## src/hdl/kct_pkg.sv

```systemverilog
`timescale 1ns / 1ps

package kct_pkg;

    // Table geometry.
    localparam int SLOTS      = 32;
    localparam int COUNT_BITS = 24;
    localparam int IDX_W      = $clog2(SLOTS);

    // Field widths of one request and one result.
    localparam int MODE_W = 2;
    localparam int KEY_W  = 31;
    localparam int AMT_W  = 16;
    localparam int STAT_W = 2;

    // Stream data widths, padded to whole bytes.
    localparam int IN_DATA_W  = ((KEY_W + AMT_W + 7) / 8) * 8;
    localparam int OUT_DATA_W = ((COUNT_BITS + 7) / 8) * 8;

    // Width that holds a count plus an amount without loss.
    localparam int SUM_W = ((COUNT_BITS > AMT_W) ? COUNT_BITS : AMT_W) + 1;

    localparam logic [COUNT_BITS-1:0] CNT_MAX = '1;

    // Request modes. The unused code is served as a check.
    localparam logic [MODE_W-1:0] MODE_CHECK = 2'd0;
    localparam logic [MODE_W-1:0] MODE_ADD   = 2'd1;
    localparam logic [MODE_W-1:0] MODE_DEL   = 2'd2;

    // Result status codes.
    localparam logic [STAT_W-1:0] ST_OK        = 2'd0;
    localparam logic [STAT_W-1:0] ST_NOT_FOUND = 2'd1;
    localparam logic [STAT_W-1:0] ST_FULL      = 2'd2;
    localparam logic [STAT_W-1:0] ST_SATURATED = 2'd3;

    // Read port of the slot store: valid mark, key and count of one slot.
    typedef struct packed {
        logic                  vld;
        logic [KEY_W-1:0]      key;
        logic [COUNT_BITS-1:0] cnt;
    } t_rd;

    // Write port of the slot store.
    typedef struct packed {
        logic                  en;
        logic [IDX_W-1:0]      addr;
        logic                  vld;
        logic [KEY_W-1:0]      key;
        logic [COUNT_BITS-1:0] cnt;
    } t_wr;

endpackage

```

## src/hdl/keyed_count_table.sv

```systemverilog
`timescale 1ns / 1ps

// Keyed count table: SLOTS entries of a 31-bit key and a COUNT_BITS count, held in
// one synchronous memory with a read port and a write port, with valid marks in
// flip-flops that reset clears. Each request beat (mode in tuser: check, add or
// delete) returns one result beat with the count and a status. The slots are
// searched one per cycle through the memory read port, lowest slot first; a search
// stops at the first match or after the last slot, and each request is finished
// before the next one is taken. The write-back happens before the next search
// starts, so no two accesses to one slot overlap. A finished result waits in an
// output register and does not keep the next request from being taken.

module keyed_count_table
    import kct_pkg::*;
(
    input  logic                  i_clk,
    input  logic                  i_rst_n,
    input  logic                  s_axis_tvalid,
    output logic                  s_axis_tready,
    input  logic [IN_DATA_W-1:0]  s_axis_tdata,   // item_key, amount, zero fill
    input  logic [MODE_W-1:0]     s_axis_tuser,   // mode
    output logic                  m_axis_tvalid,
    input  logic                  m_axis_tready,
    output logic [OUT_DATA_W-1:0] m_axis_tdata,   // count, zero fill
    output logic [STAT_W-1:0]     m_axis_tuser    // status
);

    logic                  rd_en;
    logic [IDX_W-1:0]      rd_addr;
    t_rd                   rd;
    t_wr                   wr;
    logic [COUNT_BITS-1:0] res_count;

    // Search and update sequencer with the result register.
    kct_ctrl u_ctrl (
        .i_clk       (i_clk),
        .i_rst_n     (i_rst_n),
        .i_req_valid (s_axis_tvalid),
        .o_req_ready (s_axis_tready),
        .i_mode      (s_axis_tuser),
        .i_key       (s_axis_tdata[KEY_W-1:0]),
        .i_amt       (s_axis_tdata[KEY_W+AMT_W-1:KEY_W]),
        .o_res_valid (m_axis_tvalid),
        .i_res_ready (m_axis_tready),
        .o_count     (res_count),
        .o_status    (m_axis_tuser),
        .o_rd_en     (rd_en),
        .o_rd_addr   (rd_addr),
        .i_rd        (rd),
        .o_wr        (wr)
    );

    // Slot memory and valid marks.
    kct_store u_store (
        .i_clk     (i_clk),
        .i_rst_n   (i_rst_n),
        .i_rd_en   (rd_en),
        .i_rd_addr (rd_addr),
        .o_rd      (rd),
        .i_wr      (wr)
    );

    assign m_axis_tdata = OUT_DATA_W'(res_count);

endmodule

```

## src/hdl/kct_store.sv

```systemverilog
`timescale 1ns / 1ps

module kct_store
    import kct_pkg::*;
(
    input  logic             i_clk,
    input  logic             i_rst_n,
    input  logic             i_rd_en,
    input  logic [IDX_W-1:0] i_rd_addr,
    output t_rd              o_rd,
    input  t_wr              i_wr
);

    // Key and count of every slot; contents matter only while the slot is valid.
    logic [KEY_W+COUNT_BITS-1:0] r_mem [SLOTS];
    logic [SLOTS-1:0]            r_vld;
    logic [KEY_W+COUNT_BITS-1:0] r_rd_data;
    logic                        r_rd_vld;

    // Valid marks, cleared at reset.
    always_ff @(posedge i_clk) begin
        if (!i_rst_n) begin
            r_vld <= '0;
        end else if (i_wr.en) begin
            r_vld[i_wr.addr] <= i_wr.vld;
        end
    end

    // Memory write; a freed slot keeps its stale contents.
    always_ff @(posedge i_clk) begin
        if (i_wr.en && i_wr.vld) begin
            r_mem[i_wr.addr] <= {i_wr.key, i_wr.cnt};
        end
    end

    // Registered read: the data follows in the cycle after the read is enabled.
    always_ff @(posedge i_clk) begin
        if (i_rd_en) begin
            r_rd_data <= r_mem[i_rd_addr];
            r_rd_vld  <= r_vld[i_rd_addr];
        end
    end

    assign o_rd.vld = r_rd_vld;
    assign o_rd.key = r_rd_data[KEY_W+COUNT_BITS-1:COUNT_BITS];
    assign o_rd.cnt = r_rd_data[COUNT_BITS-1:0];

endmodule

```

## src/hdl/kct_ctrl.sv

```systemverilog
`timescale 1ns / 1ps

module kct_ctrl
    import kct_pkg::*;
(
    input  logic                  i_clk,
    input  logic                  i_rst_n,
    // Request side.
    input  logic                  i_req_valid,
    output logic                  o_req_ready,
    input  logic [MODE_W-1:0]     i_mode,
    input  logic [KEY_W-1:0]      i_key,
    input  logic [AMT_W-1:0]      i_amt,
    // Result side.
    output logic                  o_res_valid,
    input  logic                  i_res_ready,
    output logic [COUNT_BITS-1:0] o_count,
    output logic [STAT_W-1:0]     o_status,
    // Slot store.
    output logic                  o_rd_en,
    output logic [IDX_W-1:0]      o_rd_addr,
    input  t_rd                   i_rd,
    output t_wr                   o_wr
);

    typedef enum logic [2:0] {
        S_IDLE = 3'b001,
        S_SCAN = 3'b010,
        S_DONE = 3'b100
    } t_state;

    t_state r_state, n_state;

    // Request held for the whole scan.
    logic [MODE_W-1:0]     r_mode;
    logic [KEY_W-1:0]      r_key;
    logic [AMT_W-1:0]      r_amt;

    // Scan address, pending read and search results.
    logic [IDX_W-1:0]      r_addr, n_addr;
    logic                  r_issue, n_issue;
    logic                  r_pend, n_pend;
    logic [IDX_W-1:0]      r_pidx, n_pidx;
    logic                  r_hit, n_hit;
    logic [IDX_W-1:0]      r_hit_idx, n_hit_idx;
    logic [COUNT_BITS-1:0] r_hit_cnt, n_hit_cnt;
    logic                  r_free_ok, n_free_ok;
    logic [IDX_W-1:0]      r_free_idx, n_free_idx;

    // Output register.
    logic                  r_ovld, n_ovld;
    logic [COUNT_BITS-1:0] r_ocnt, n_ocnt;
    logic [STAT_W-1:0]     r_ostat, n_ostat;

    // Update path.
    logic [SUM_W-1:0]      sum;
    logic [SUM_W-1:0]      amt_ext;
    logic [SUM_W-1:0]      max_ext;
    logic [COUNT_BITS-1:0] res_cnt;
    logic [STAT_W-1:0]     res_stat;
    t_wr                   wr;
    logic                  out_free;
    logic                  match;

    assign o_req_ready = (r_state == S_IDLE);
    assign o_res_valid = r_ovld;
    assign o_count     = r_ocnt;
    assign o_status    = r_ostat;
    assign o_rd_en     = (r_state == S_SCAN) && r_issue;
    assign o_rd_addr   = r_addr;
    assign out_free    = !r_ovld || i_res_ready;
    assign match       = r_pend && i_rd.vld && (i_rd.key == r_key);

    // Result and write-back of the finished search.
    always_comb begin
        amt_ext  = SUM_W'(r_amt);
        max_ext  = SUM_W'(CNT_MAX);
        sum      = SUM_W'(r_hit_cnt) + amt_ext;
        res_cnt  = '0;
        res_stat = ST_OK;
        wr       = '0;
        wr.key   = r_key;
        unique case (r_mode)
            MODE_ADD: begin
                if (r_hit) begin
                    if (sum > max_ext) begin
                        res_cnt  = CNT_MAX;
                        res_stat = ST_SATURATED;
                    end else begin
                        res_cnt = sum[COUNT_BITS-1:0];
                    end
                    wr.en   = 1'b1;
                    wr.addr = r_hit_idx;
                    wr.vld  = 1'b1;
                    wr.cnt  = res_cnt;
                end else if (r_free_ok) begin
                    if (amt_ext > max_ext) begin
                        res_cnt  = CNT_MAX;
                        res_stat = ST_SATURATED;
                    end else begin
                        res_cnt = amt_ext[COUNT_BITS-1:0];
                    end
                    wr.en   = 1'b1;
                    wr.addr = r_free_idx;
                    wr.vld  = 1'b1;
                    wr.cnt  = res_cnt;
                end else begin
                    res_stat = ST_FULL;
                end
            end
            MODE_DEL: begin
                if (r_hit) begin
                    wr.en   = 1'b1;
                    wr.addr = r_hit_idx;
                    if ((r_amt != '0) && (SUM_W'(r_hit_cnt) > amt_ext)) begin
                        res_cnt = r_hit_cnt - COUNT_BITS'(r_amt);
                        wr.vld  = 1'b1;
                        wr.cnt  = res_cnt;
                    end else begin
                        wr.vld = 1'b0;
                    end
                end else begin
                    res_stat = ST_NOT_FOUND;
                end
            end
            default: begin
                if (r_hit) begin
                    res_cnt = r_hit_cnt;
                end else begin
                    res_stat = ST_NOT_FOUND;
                end
            end
        endcase
    end

    assign o_wr = (r_state == S_DONE && out_free) ? wr : '0;

    // Sequencer: scan the slots in order, stop at the first match or after the last slot.
    always_comb begin
        n_state    = r_state;
        n_addr     = r_addr;
        n_issue    = r_issue;
        n_pend     = 1'b0;
        n_pidx     = r_addr;
        n_hit      = r_hit;
        n_hit_idx  = r_hit_idx;
        n_hit_cnt  = r_hit_cnt;
        n_free_ok  = r_free_ok;
        n_free_idx = r_free_idx;
        n_ovld     = r_ovld && !i_res_ready;
        n_ocnt     = r_ocnt;
        n_ostat    = r_ostat;
        unique case (r_state)
            S_IDLE: begin
                if (i_req_valid) begin
                    n_state   = S_SCAN;
                    n_addr    = '0;
                    n_issue   = 1'b1;
                    n_hit     = 1'b0;
                    n_free_ok = 1'b0;
                end
            end
            S_SCAN: begin
                if (r_issue) begin
                    n_addr = r_addr + 1'b1;
                    if (r_addr == IDX_W'(SLOTS - 1)) begin
                        n_issue = 1'b0;
                    end
                end
                n_pend = r_issue;
                if (r_pend && !i_rd.vld && !r_free_ok) begin
                    n_free_ok  = 1'b1;
                    n_free_idx = r_pidx;
                end
                if (match) begin
                    n_hit     = 1'b1;
                    n_hit_idx = r_pidx;
                    n_hit_cnt = i_rd.cnt;
                    n_state   = S_DONE;
                end else if (r_pend && (r_pidx == IDX_W'(SLOTS - 1))) begin
                    n_state = S_DONE;
                end
            end
            S_DONE: begin
                if (out_free) begin
                    n_ovld  = 1'b1;
                    n_ocnt  = res_cnt;
                    n_ostat = res_stat;
                    n_state = S_IDLE;
                end
            end
            default: begin
                n_state = S_IDLE;
            end
        endcase
    end

    // Control registers.
    always_ff @(posedge i_clk) begin
        if (!i_rst_n) begin
            r_state <= S_IDLE;
            r_issue <= 1'b0;
            r_pend  <= 1'b0;
            r_ovld  <= 1'b0;
        end else begin
            r_state <= n_state;
            r_issue <= n_issue;
            r_pend  <= n_pend;
            r_ovld  <= n_ovld;
        end
    end

    // Payload registers.
    always_ff @(posedge i_clk) begin
        if (r_state == S_IDLE && i_req_valid) begin
            r_mode <= i_mode;
            r_key  <= i_key;
            r_amt  <= i_amt;
        end
        r_addr     <= n_addr;
        r_pidx     <= n_pidx;
        r_hit      <= n_hit;
        r_hit_idx  <= n_hit_idx;
        r_hit_cnt  <= n_hit_cnt;
        r_free_ok  <= n_free_ok;
        r_free_idx <= n_free_idx;
        r_ocnt     <= n_ocnt;
        r_ostat    <= n_ostat;
    end

endmodule

```

## config.mk

```make
export PLATFORM = sky130hd
export DESIGN_NAME = keyed_count_table
export DESIGN_NICKNAME = d
export VERILOG_FILES = /design/src/hdl/kct_pkg.sv /design/src/hdl/keyed_count_table.sv /design/src/hdl/kct_store.sv /design/src/hdl/kct_ctrl.sv
export SDC_FILE = /design/constraint.sdc
export NUM_CORES = 2
export LEC_CHECK = 0
export ABC_AREA = 1
export BUFFER_PORTS_ARGS = -buffer_cell sky130_fd_sc_hd__buf_4
export CAP_MARGIN = 40
export CORE_ASPECT_RATIO = 0.5
export CORE_UTILIZATION = 30
export CTS_BUF_LIST = sky130_fd_sc_hd__clkbuf_16
export CTS_CLUSTER_DIAMETER = 60
export DETAILED_ROUTE_END_ITERATION = 12
export GPL_TIMING_DRIVEN = 0
export PLACE_DENSITY_LB_ADDON = 0.05
export SYNTH_ARGS = -nofsm -noshare
export SYNTH_HDL_FRONTEND = slang
export SYNTH_SLANG_ARGS = --single-unit
```

## constraint.sdc

```tcl
create_clock -name i_clk -period 5.8 [get_ports i_clk]
set_input_delay 0 -clock i_clk [delete_from_list [all_inputs] [get_ports i_clk]]
set_output_delay 0 -clock i_clk [all_outputs]
set_load 0.05 [all_outputs]
```

Word-level counts from Yosys, hierarchy flattened
Memories as Yosys holds them, arrays and structs flattened. A register that Yosys moved wholly into a read port is not among the register bits.
Cells that the tools add are included.
- multiplexer cells: 45
- equality and inequality tests: 14
- shifts and indexed selects: 0
- div/mod/pow operators: 0
- bitwise operators: 0
- order comparisons: 5
- add/sub/neg operators: 3
- $mul: 0
- reduce and logical (&&, ||, !) cells: 28
- operators with widths (kind ; number):
    2-to-1 mux 24 bit ; 5
    case mux 24 bit (2 select lines) ; 2
    2-to-1 mux 62 bit ; 1
    bitwise mux 32 bit ; 1
    equality test 31 bit ; 1
    adder 24 x 16 -> 25 bit ; 1
    > comparator 25 x 24 -> 1 bit, second input constant ; 1
    > comparator 24 x 16 -> 1 bit ; 1
    subtractor 24 x 16 -> 24 bit ; 1
    2-to-1 mux 7 bit ; 3
    2-to-1 mux 16 bit ; 1
    nonzero test 16 bit ; 1
    2-to-1 mux 1 bit ; 14
    case mux 7 bit (2 select lines) ; 1
    logical AND 1 bit ; 12
    less-than comparator 5 x 6 -> 1 bit, second input constant ; 2
    2-to-1 mux 3 bit ; 4
    AND reduction 3 bit ; 4
    equality test 5 bit, second input constant ; 2
    2-to-1 mux 5 bit ; 2
    case mux 5 bit (2 select lines) ; 1
    AND reduction 2 bit ; 5
    case mux 3 bit (3 select lines) ; 1
    2-to-1 mux 2 bit ; 4
    other kinds (16) ; 24
- bits in writable memories: 1760
- bits in registers: 160
- ROM bits: 0
- input bits: 54
- output and inout bits: 28
- bits in latches: 0
- logic and storage cells: 114
- memories kept: 1
- memory list (memory ; words ; width ; read ports ; clocked after memory_dff ; write ports ; RTL line ; text):
    u_store.r_mem ; 32 ; 55 ; 1 ; 1 ; 1 ; kct_store.sv:15 ; logic [KEY_W+COUNT_BITS-1:0] r_mem [SLOTS];

Depth between registers and ports, before layout
- depth in word-level cells: 11
- mapped depth: 19
- gate-level depth less buffers: 18

Modules after synthesis
A second synthesis with hierarchy kept.
- cells, all modules: 7496
- area total of the unflattened synthesis: 83179.8 um^2
- modules (own cells, without submodules) (module ; area an instance (um^2) ; instances ; cells each ; seq. area each (um^2)):
    kct_store ; 74401.4 ; 1 ; 6298 ; 55172.9
    kct_ctrl ; 8778.4 ; 1 ; 1198 ; 3703.6

Least setup slack after synthesis
Ideal clock, no wire load.
- path type: reg-to-reg
- start point: reg u_ctrl.r_ovld (netlist: u_ctrl.o_res_valid)
- end point: mem u_store.r_mem[4][0] (netlist bit), enable pin
- path buffers: 0
- arrival: 5531 ps
- library setup time: 536 ps
- setup slack: -266 ps
- period minus slack after synthesis: 6066 ps
- stages on the path, launching flop included: 8
- required time: 5264 ps
- cell sequence: dfxtp_1 -> nand2_1 -> nand2_4 -> inv_2 -> nand2_1 -> nor3_4 -> inv_2 -> nor3_1
- longest elaborated chain between the ends: 7
- ends and longest elaborated chain (element ; RTL line ; text):
    start: declaration ; kct_ctrl.sv:51 ; logic r_ovld, n_ovld;
    start signal: assignment ; kct_ctrl.sv:209 ; r_ovld <= n_ovld;
    zero test 1 bit * ; kct_ctrl.sv:71 ; assign out_free = !r_ovld || i_res_ready;
    logical OR 1 bit * ; kct_ctrl.sv:71 ;
    logical AND 1 bit * ; kct_ctrl.sv:136 ; assign o_wr = (r_state == S_DONE && out_free) ? wr : '0;
    2-to-1 mux 62 bit * ; kct_ctrl.sv:136 ;
    logical AND 1 bit ; kct_store.sv:31 ; if (i_wr.en && i_wr.vld) begin
    2-to-1 mux 1 bit ; kct_store.sv:31 ;
    2-to-1 mux 1 bit (implied by the code) ; kct_store.sv:32 ; r_mem[i_wr.addr] <= {i_wr.key, i_wr.cnt};
    end: declaration ; kct_store.sv:15 ;
Every way passes the cells marked *; elsewhere a longest branch is shown, timed or not.

==> summary.txt <==
Route
  • Via Count: 58420
  • Via density: 5.49
  • DRC viols: 0
  • DR WL/cell: 34.2 um
  • Drt first pass iters: 6
  • Iteration-0 DRC Markers: 7555
  • Final wirelength: 363 mm
  • Post-DRT Antenna Nets: 0

STA
  • Final WS setup: 1280 ps
  • Final period util: 77.9%
  • Slew Limit Fails: 0
  • Worst Tran Pin Value: 1020 ps
  • Max Clk Rate: 221 MHz
  • Fin Clk Skew: 78.7 ps
  • Final Hold Vio Count: 0
  • Final setup vio count: 0
  • Worst slew margin: 31.8%
  • Fin crit period: 4520 ps
  • RSZ-0062 raised after global routing: no
  • Hold_ws: 151 ps
  • Total Neg Setup Slack: 0 ps

Power and ir drop
  • Pwr Density: 338 nW/um2
  • Combinational Power Share: 15.1%
  • Clk network pwr share: 37.2%
  • Sequential share of power: 47.7%
  • Leak Pwr: 0.0293 uW
  • Tot Pwr: 32900 uW
  • Net Switching: 9680 uW
  • Worst VDD drop: 0.226 mV
  • Sw Ratio: 29.4%
  • Internal: 23200 uW

Synthesis
  • Mapped Nets: 6440
  • Yosys warns: 0
  • Sequential share of the synthesized area: 73.2%
  • Dominant cell type by area after synthesis: edfxtp_1
  • Area contributors post-synth: edfxtp_1, o21ai_0, nor2_1, o221ai_1, nand2_1
  • Flops & latches, synth: 1975
  • Post-Syn Area: 80400 um2
  • Gate Count Post-Synth: 6348
  • Mean Syn Cell Area: 12.7 um2
  • Share of the synthesized area in the top cell type: 72.2%
  • Yosys cell types: 50

Clocking
  • CTS Buf Count: 202
  • CTS Sinks: 1975
  • Clock-pin transition on the worst setup and hold timing paths: 70 ps
  • Root Buffer: clkbuf_16
  • CTS tree: done
  • Clk_lat worst skew: 900 ps
  • Post-cts gate resize count: 0
  • H-tree levels: 4
  • Longest Clk Path Bufs: 4

Place
  • Post-DP HPWL: 265 mm
  • Placer Congestion: 0.915
  • Area of placed instances: 90500 um2
  • Port Buf Inserts: 80
  • Pre-CTS setup slack: 1350 ps

GRT
  • Total congestion overflow: 0
  • Total GRT Usage: 26.2%
  • First-pass GRT wire length: 487 mm
  • Largest net degree at the start of global routing: 35
  • Initial antenna violation count: 44
  • Vias in the first global route: 56141

Worst setup path
  • Crit Reg-Reg Endpoint: u_store.r_rd_data[20]
  • Critical path type: reg -> reg
  • Worst Reg-to-Reg Cells: 10
  • R2r setup slk: 1280 ps
  • Max FO, Critical Path: 10
  • Reg-to-Reg Start: u_ctrl.o_rd_addr[1]
  • Worst path required time: 6380 ps
  • CP Capture Type: flop
  • Worst EP arrival: 5100 ps
  • Crit start category: flop

Worst hold path
  • Hold path cells: 4
  • Hold Crit Start: i_rst_n
  • Endpoint, Worst Hold: u_ctrl.r_state[1]
  • Hold Crit Class: in -> reg

Run
  • Max-Cap Viols: 0

Finish
  • Leading cell type in the layout, fill and taps excluded: edfxtp_1
  • Share of cells above drive strength 1: 12.0%
  • Fin nets: 7064
  • Finished Cell Area: 97400 um2
  • Area grow syn2layout: 21.2%
  • Commonest cells after routing, fill and taps aside: edfxtp_1, nor2_1, o21ai_0

Floorplanning
  • Die area: 270000 um2
  • Initial core utilization: 30.4%
  • I/O pin total: 82
  • Die Width: 734 um
  • Core Rows: 133
  • Core Area: 265000 um2
  • Chip Height: 368 um

Run status
  • Outcome: completed
cells in the mapped netlist (all sizes together):
library cell and count:
a21oi 149, o221ai 352, and2 2, a31oi 45
o22ai 102, fa 2, dfxtp 43, o21bai 2
inv 200, o211ai 3, a211oi 1, nand4 25
or2 6, nor3b 1, xor2 32, ha 36
nor2 1189, clkbuf 286, nor3 22, edfxtp 1932
nand2 478, clkinv 6, nand3 255, o21ai 1018
o21a 11, nor4 1, nand3b 5, buf 142
xnor2 2
state kept, by name (all words and copies together) (netlist names):
register,cells
u_store.r_vld,32
u_ctrl.r_mode,2
u_ctrl.r_issue,1
u_ctrl.r_free_ok,1
u_store.r_rd_vld,1
u_store.r_rd_data,55
u_ctrl.r_key,31
u_ctrl.r_hit,1
u_ctrl.r_hit_cnt,24
u_ctrl.r_amt,16
u_ctrl.r_pidx,5
u_ctrl.r_hit_idx,5
u_ctrl.r_pend,1
u_ctrl.r_free_idx,5
u_ctrl.o_rd_addr,5
u_ctrl.r_state,3
u_ctrl.o_count,24
u_ctrl.o_res_valid,1
u_ctrl.o_status,2
u_store.r_mem,1760
per-stage QoR:
step	cells	utilization, %
2_1_floorplan	6348	-
3_3_place_gp	9938	32.3
3_5_place_dp	10169	34.2
4_1_cts	10625	36.8
5_1_grt	10629	36.8
6_report	10637	36.8
worst max-delay path by stage:
stage | from | end | slack [ps] | cells past startpoint
final | u_ctrl.o_rd_addr[1] | u_store.r_rd_data[20] | 1280 | 10
after detailed placement | u_ctrl.o_rd_addr[1] | u_store.r_rd_data[5] | 1350 | 10
after CTS | u_ctrl.o_rd_addr[1] | u_store.r_rd_data[5] | 1320 | 10
after global placement | u_ctrl.o_res_valid | u_store.r_mem[23][11] | -4810 | 9
after floorplan | u_ctrl.o_res_valid | u_store.r_mem[10][0] | 1070 | 9
after global routing | u_ctrl.r_amt[0] | u_store.r_mem[9][15] | 1190 | 16
timing repair:
item,4_1_cts,5_1_grt
hold buffers,105,0
buffers inserted,0,0
endpoints found under the hold margin,115,0
final cells by class:
type                            instances  area [um2]
Timing Repair Buffer                  420        6120
Buffer                                428        1860
Fill cell                           25456      167000
Multi-Input combinational cell       3739       19500
Clock buffer                          204        5100
Inverter                              206         798
Sequential cell                      1975       58900
Antenna cell                            8        20.0
Tap cell                             3510        4390
Clock inverter                        147         741
metal layers:
layer | global-route usage [%] | vias up | share of wire, %
met5 | 0 | - | 0.020
met4 | 6.58 | 10 | 2.7
met3 | 5.99 | 445 | 8.3
met2 | 38.8 | 2595 | 43
met1 | 38.6 | 30520 | 46
li1 | - | 24850 | -
cell families (layout without fill, tap and decap cells):
| logic type | after synthesis | after routing | synth area share, % |
|---|---|---|---|
| other | 0 | 8 | 0 |
| xor gates and xnor gates | 34 | 34 | 0.370 |
| AOI/OAI and AO/OA | 1683 | 1683 | 12.4 |
| adders and majority gates | 38 | 38 | 0.610 |
| buffers and inverters | 634 | 1405 | 3.27 |
| and+or+nand+nor | 1984 | 1984 | 10.1 |
| DFF | 1975 | 1975 | 73.2 |
power groups by stage:
stage | Sequential, uW | Combinational [uW] | Clock [uW]
after floorplan | 16000 | 2060 | 0
after global placement | 16000 | 4550 | 0
after detailed placement | 16000 | 4810 | 0
after CTS | 15700 | 4890 | 12400
after global routing | 15700 | 5170 | 13000
final | 15700 | 4960 | 12200
critical path: stages (launching register included):
cell and delay [ps]:
edfxtp_1 520, buf_2 330, clkinv_1 250, buf_2 700, clkbuf_1 560, o21ai_0 190
o221ai_1 280, nand3_1 180, o21ai_1 360, nor2_1 340, a21oi_1 480
Note: power is estimated with default switching activity, not from simulation.
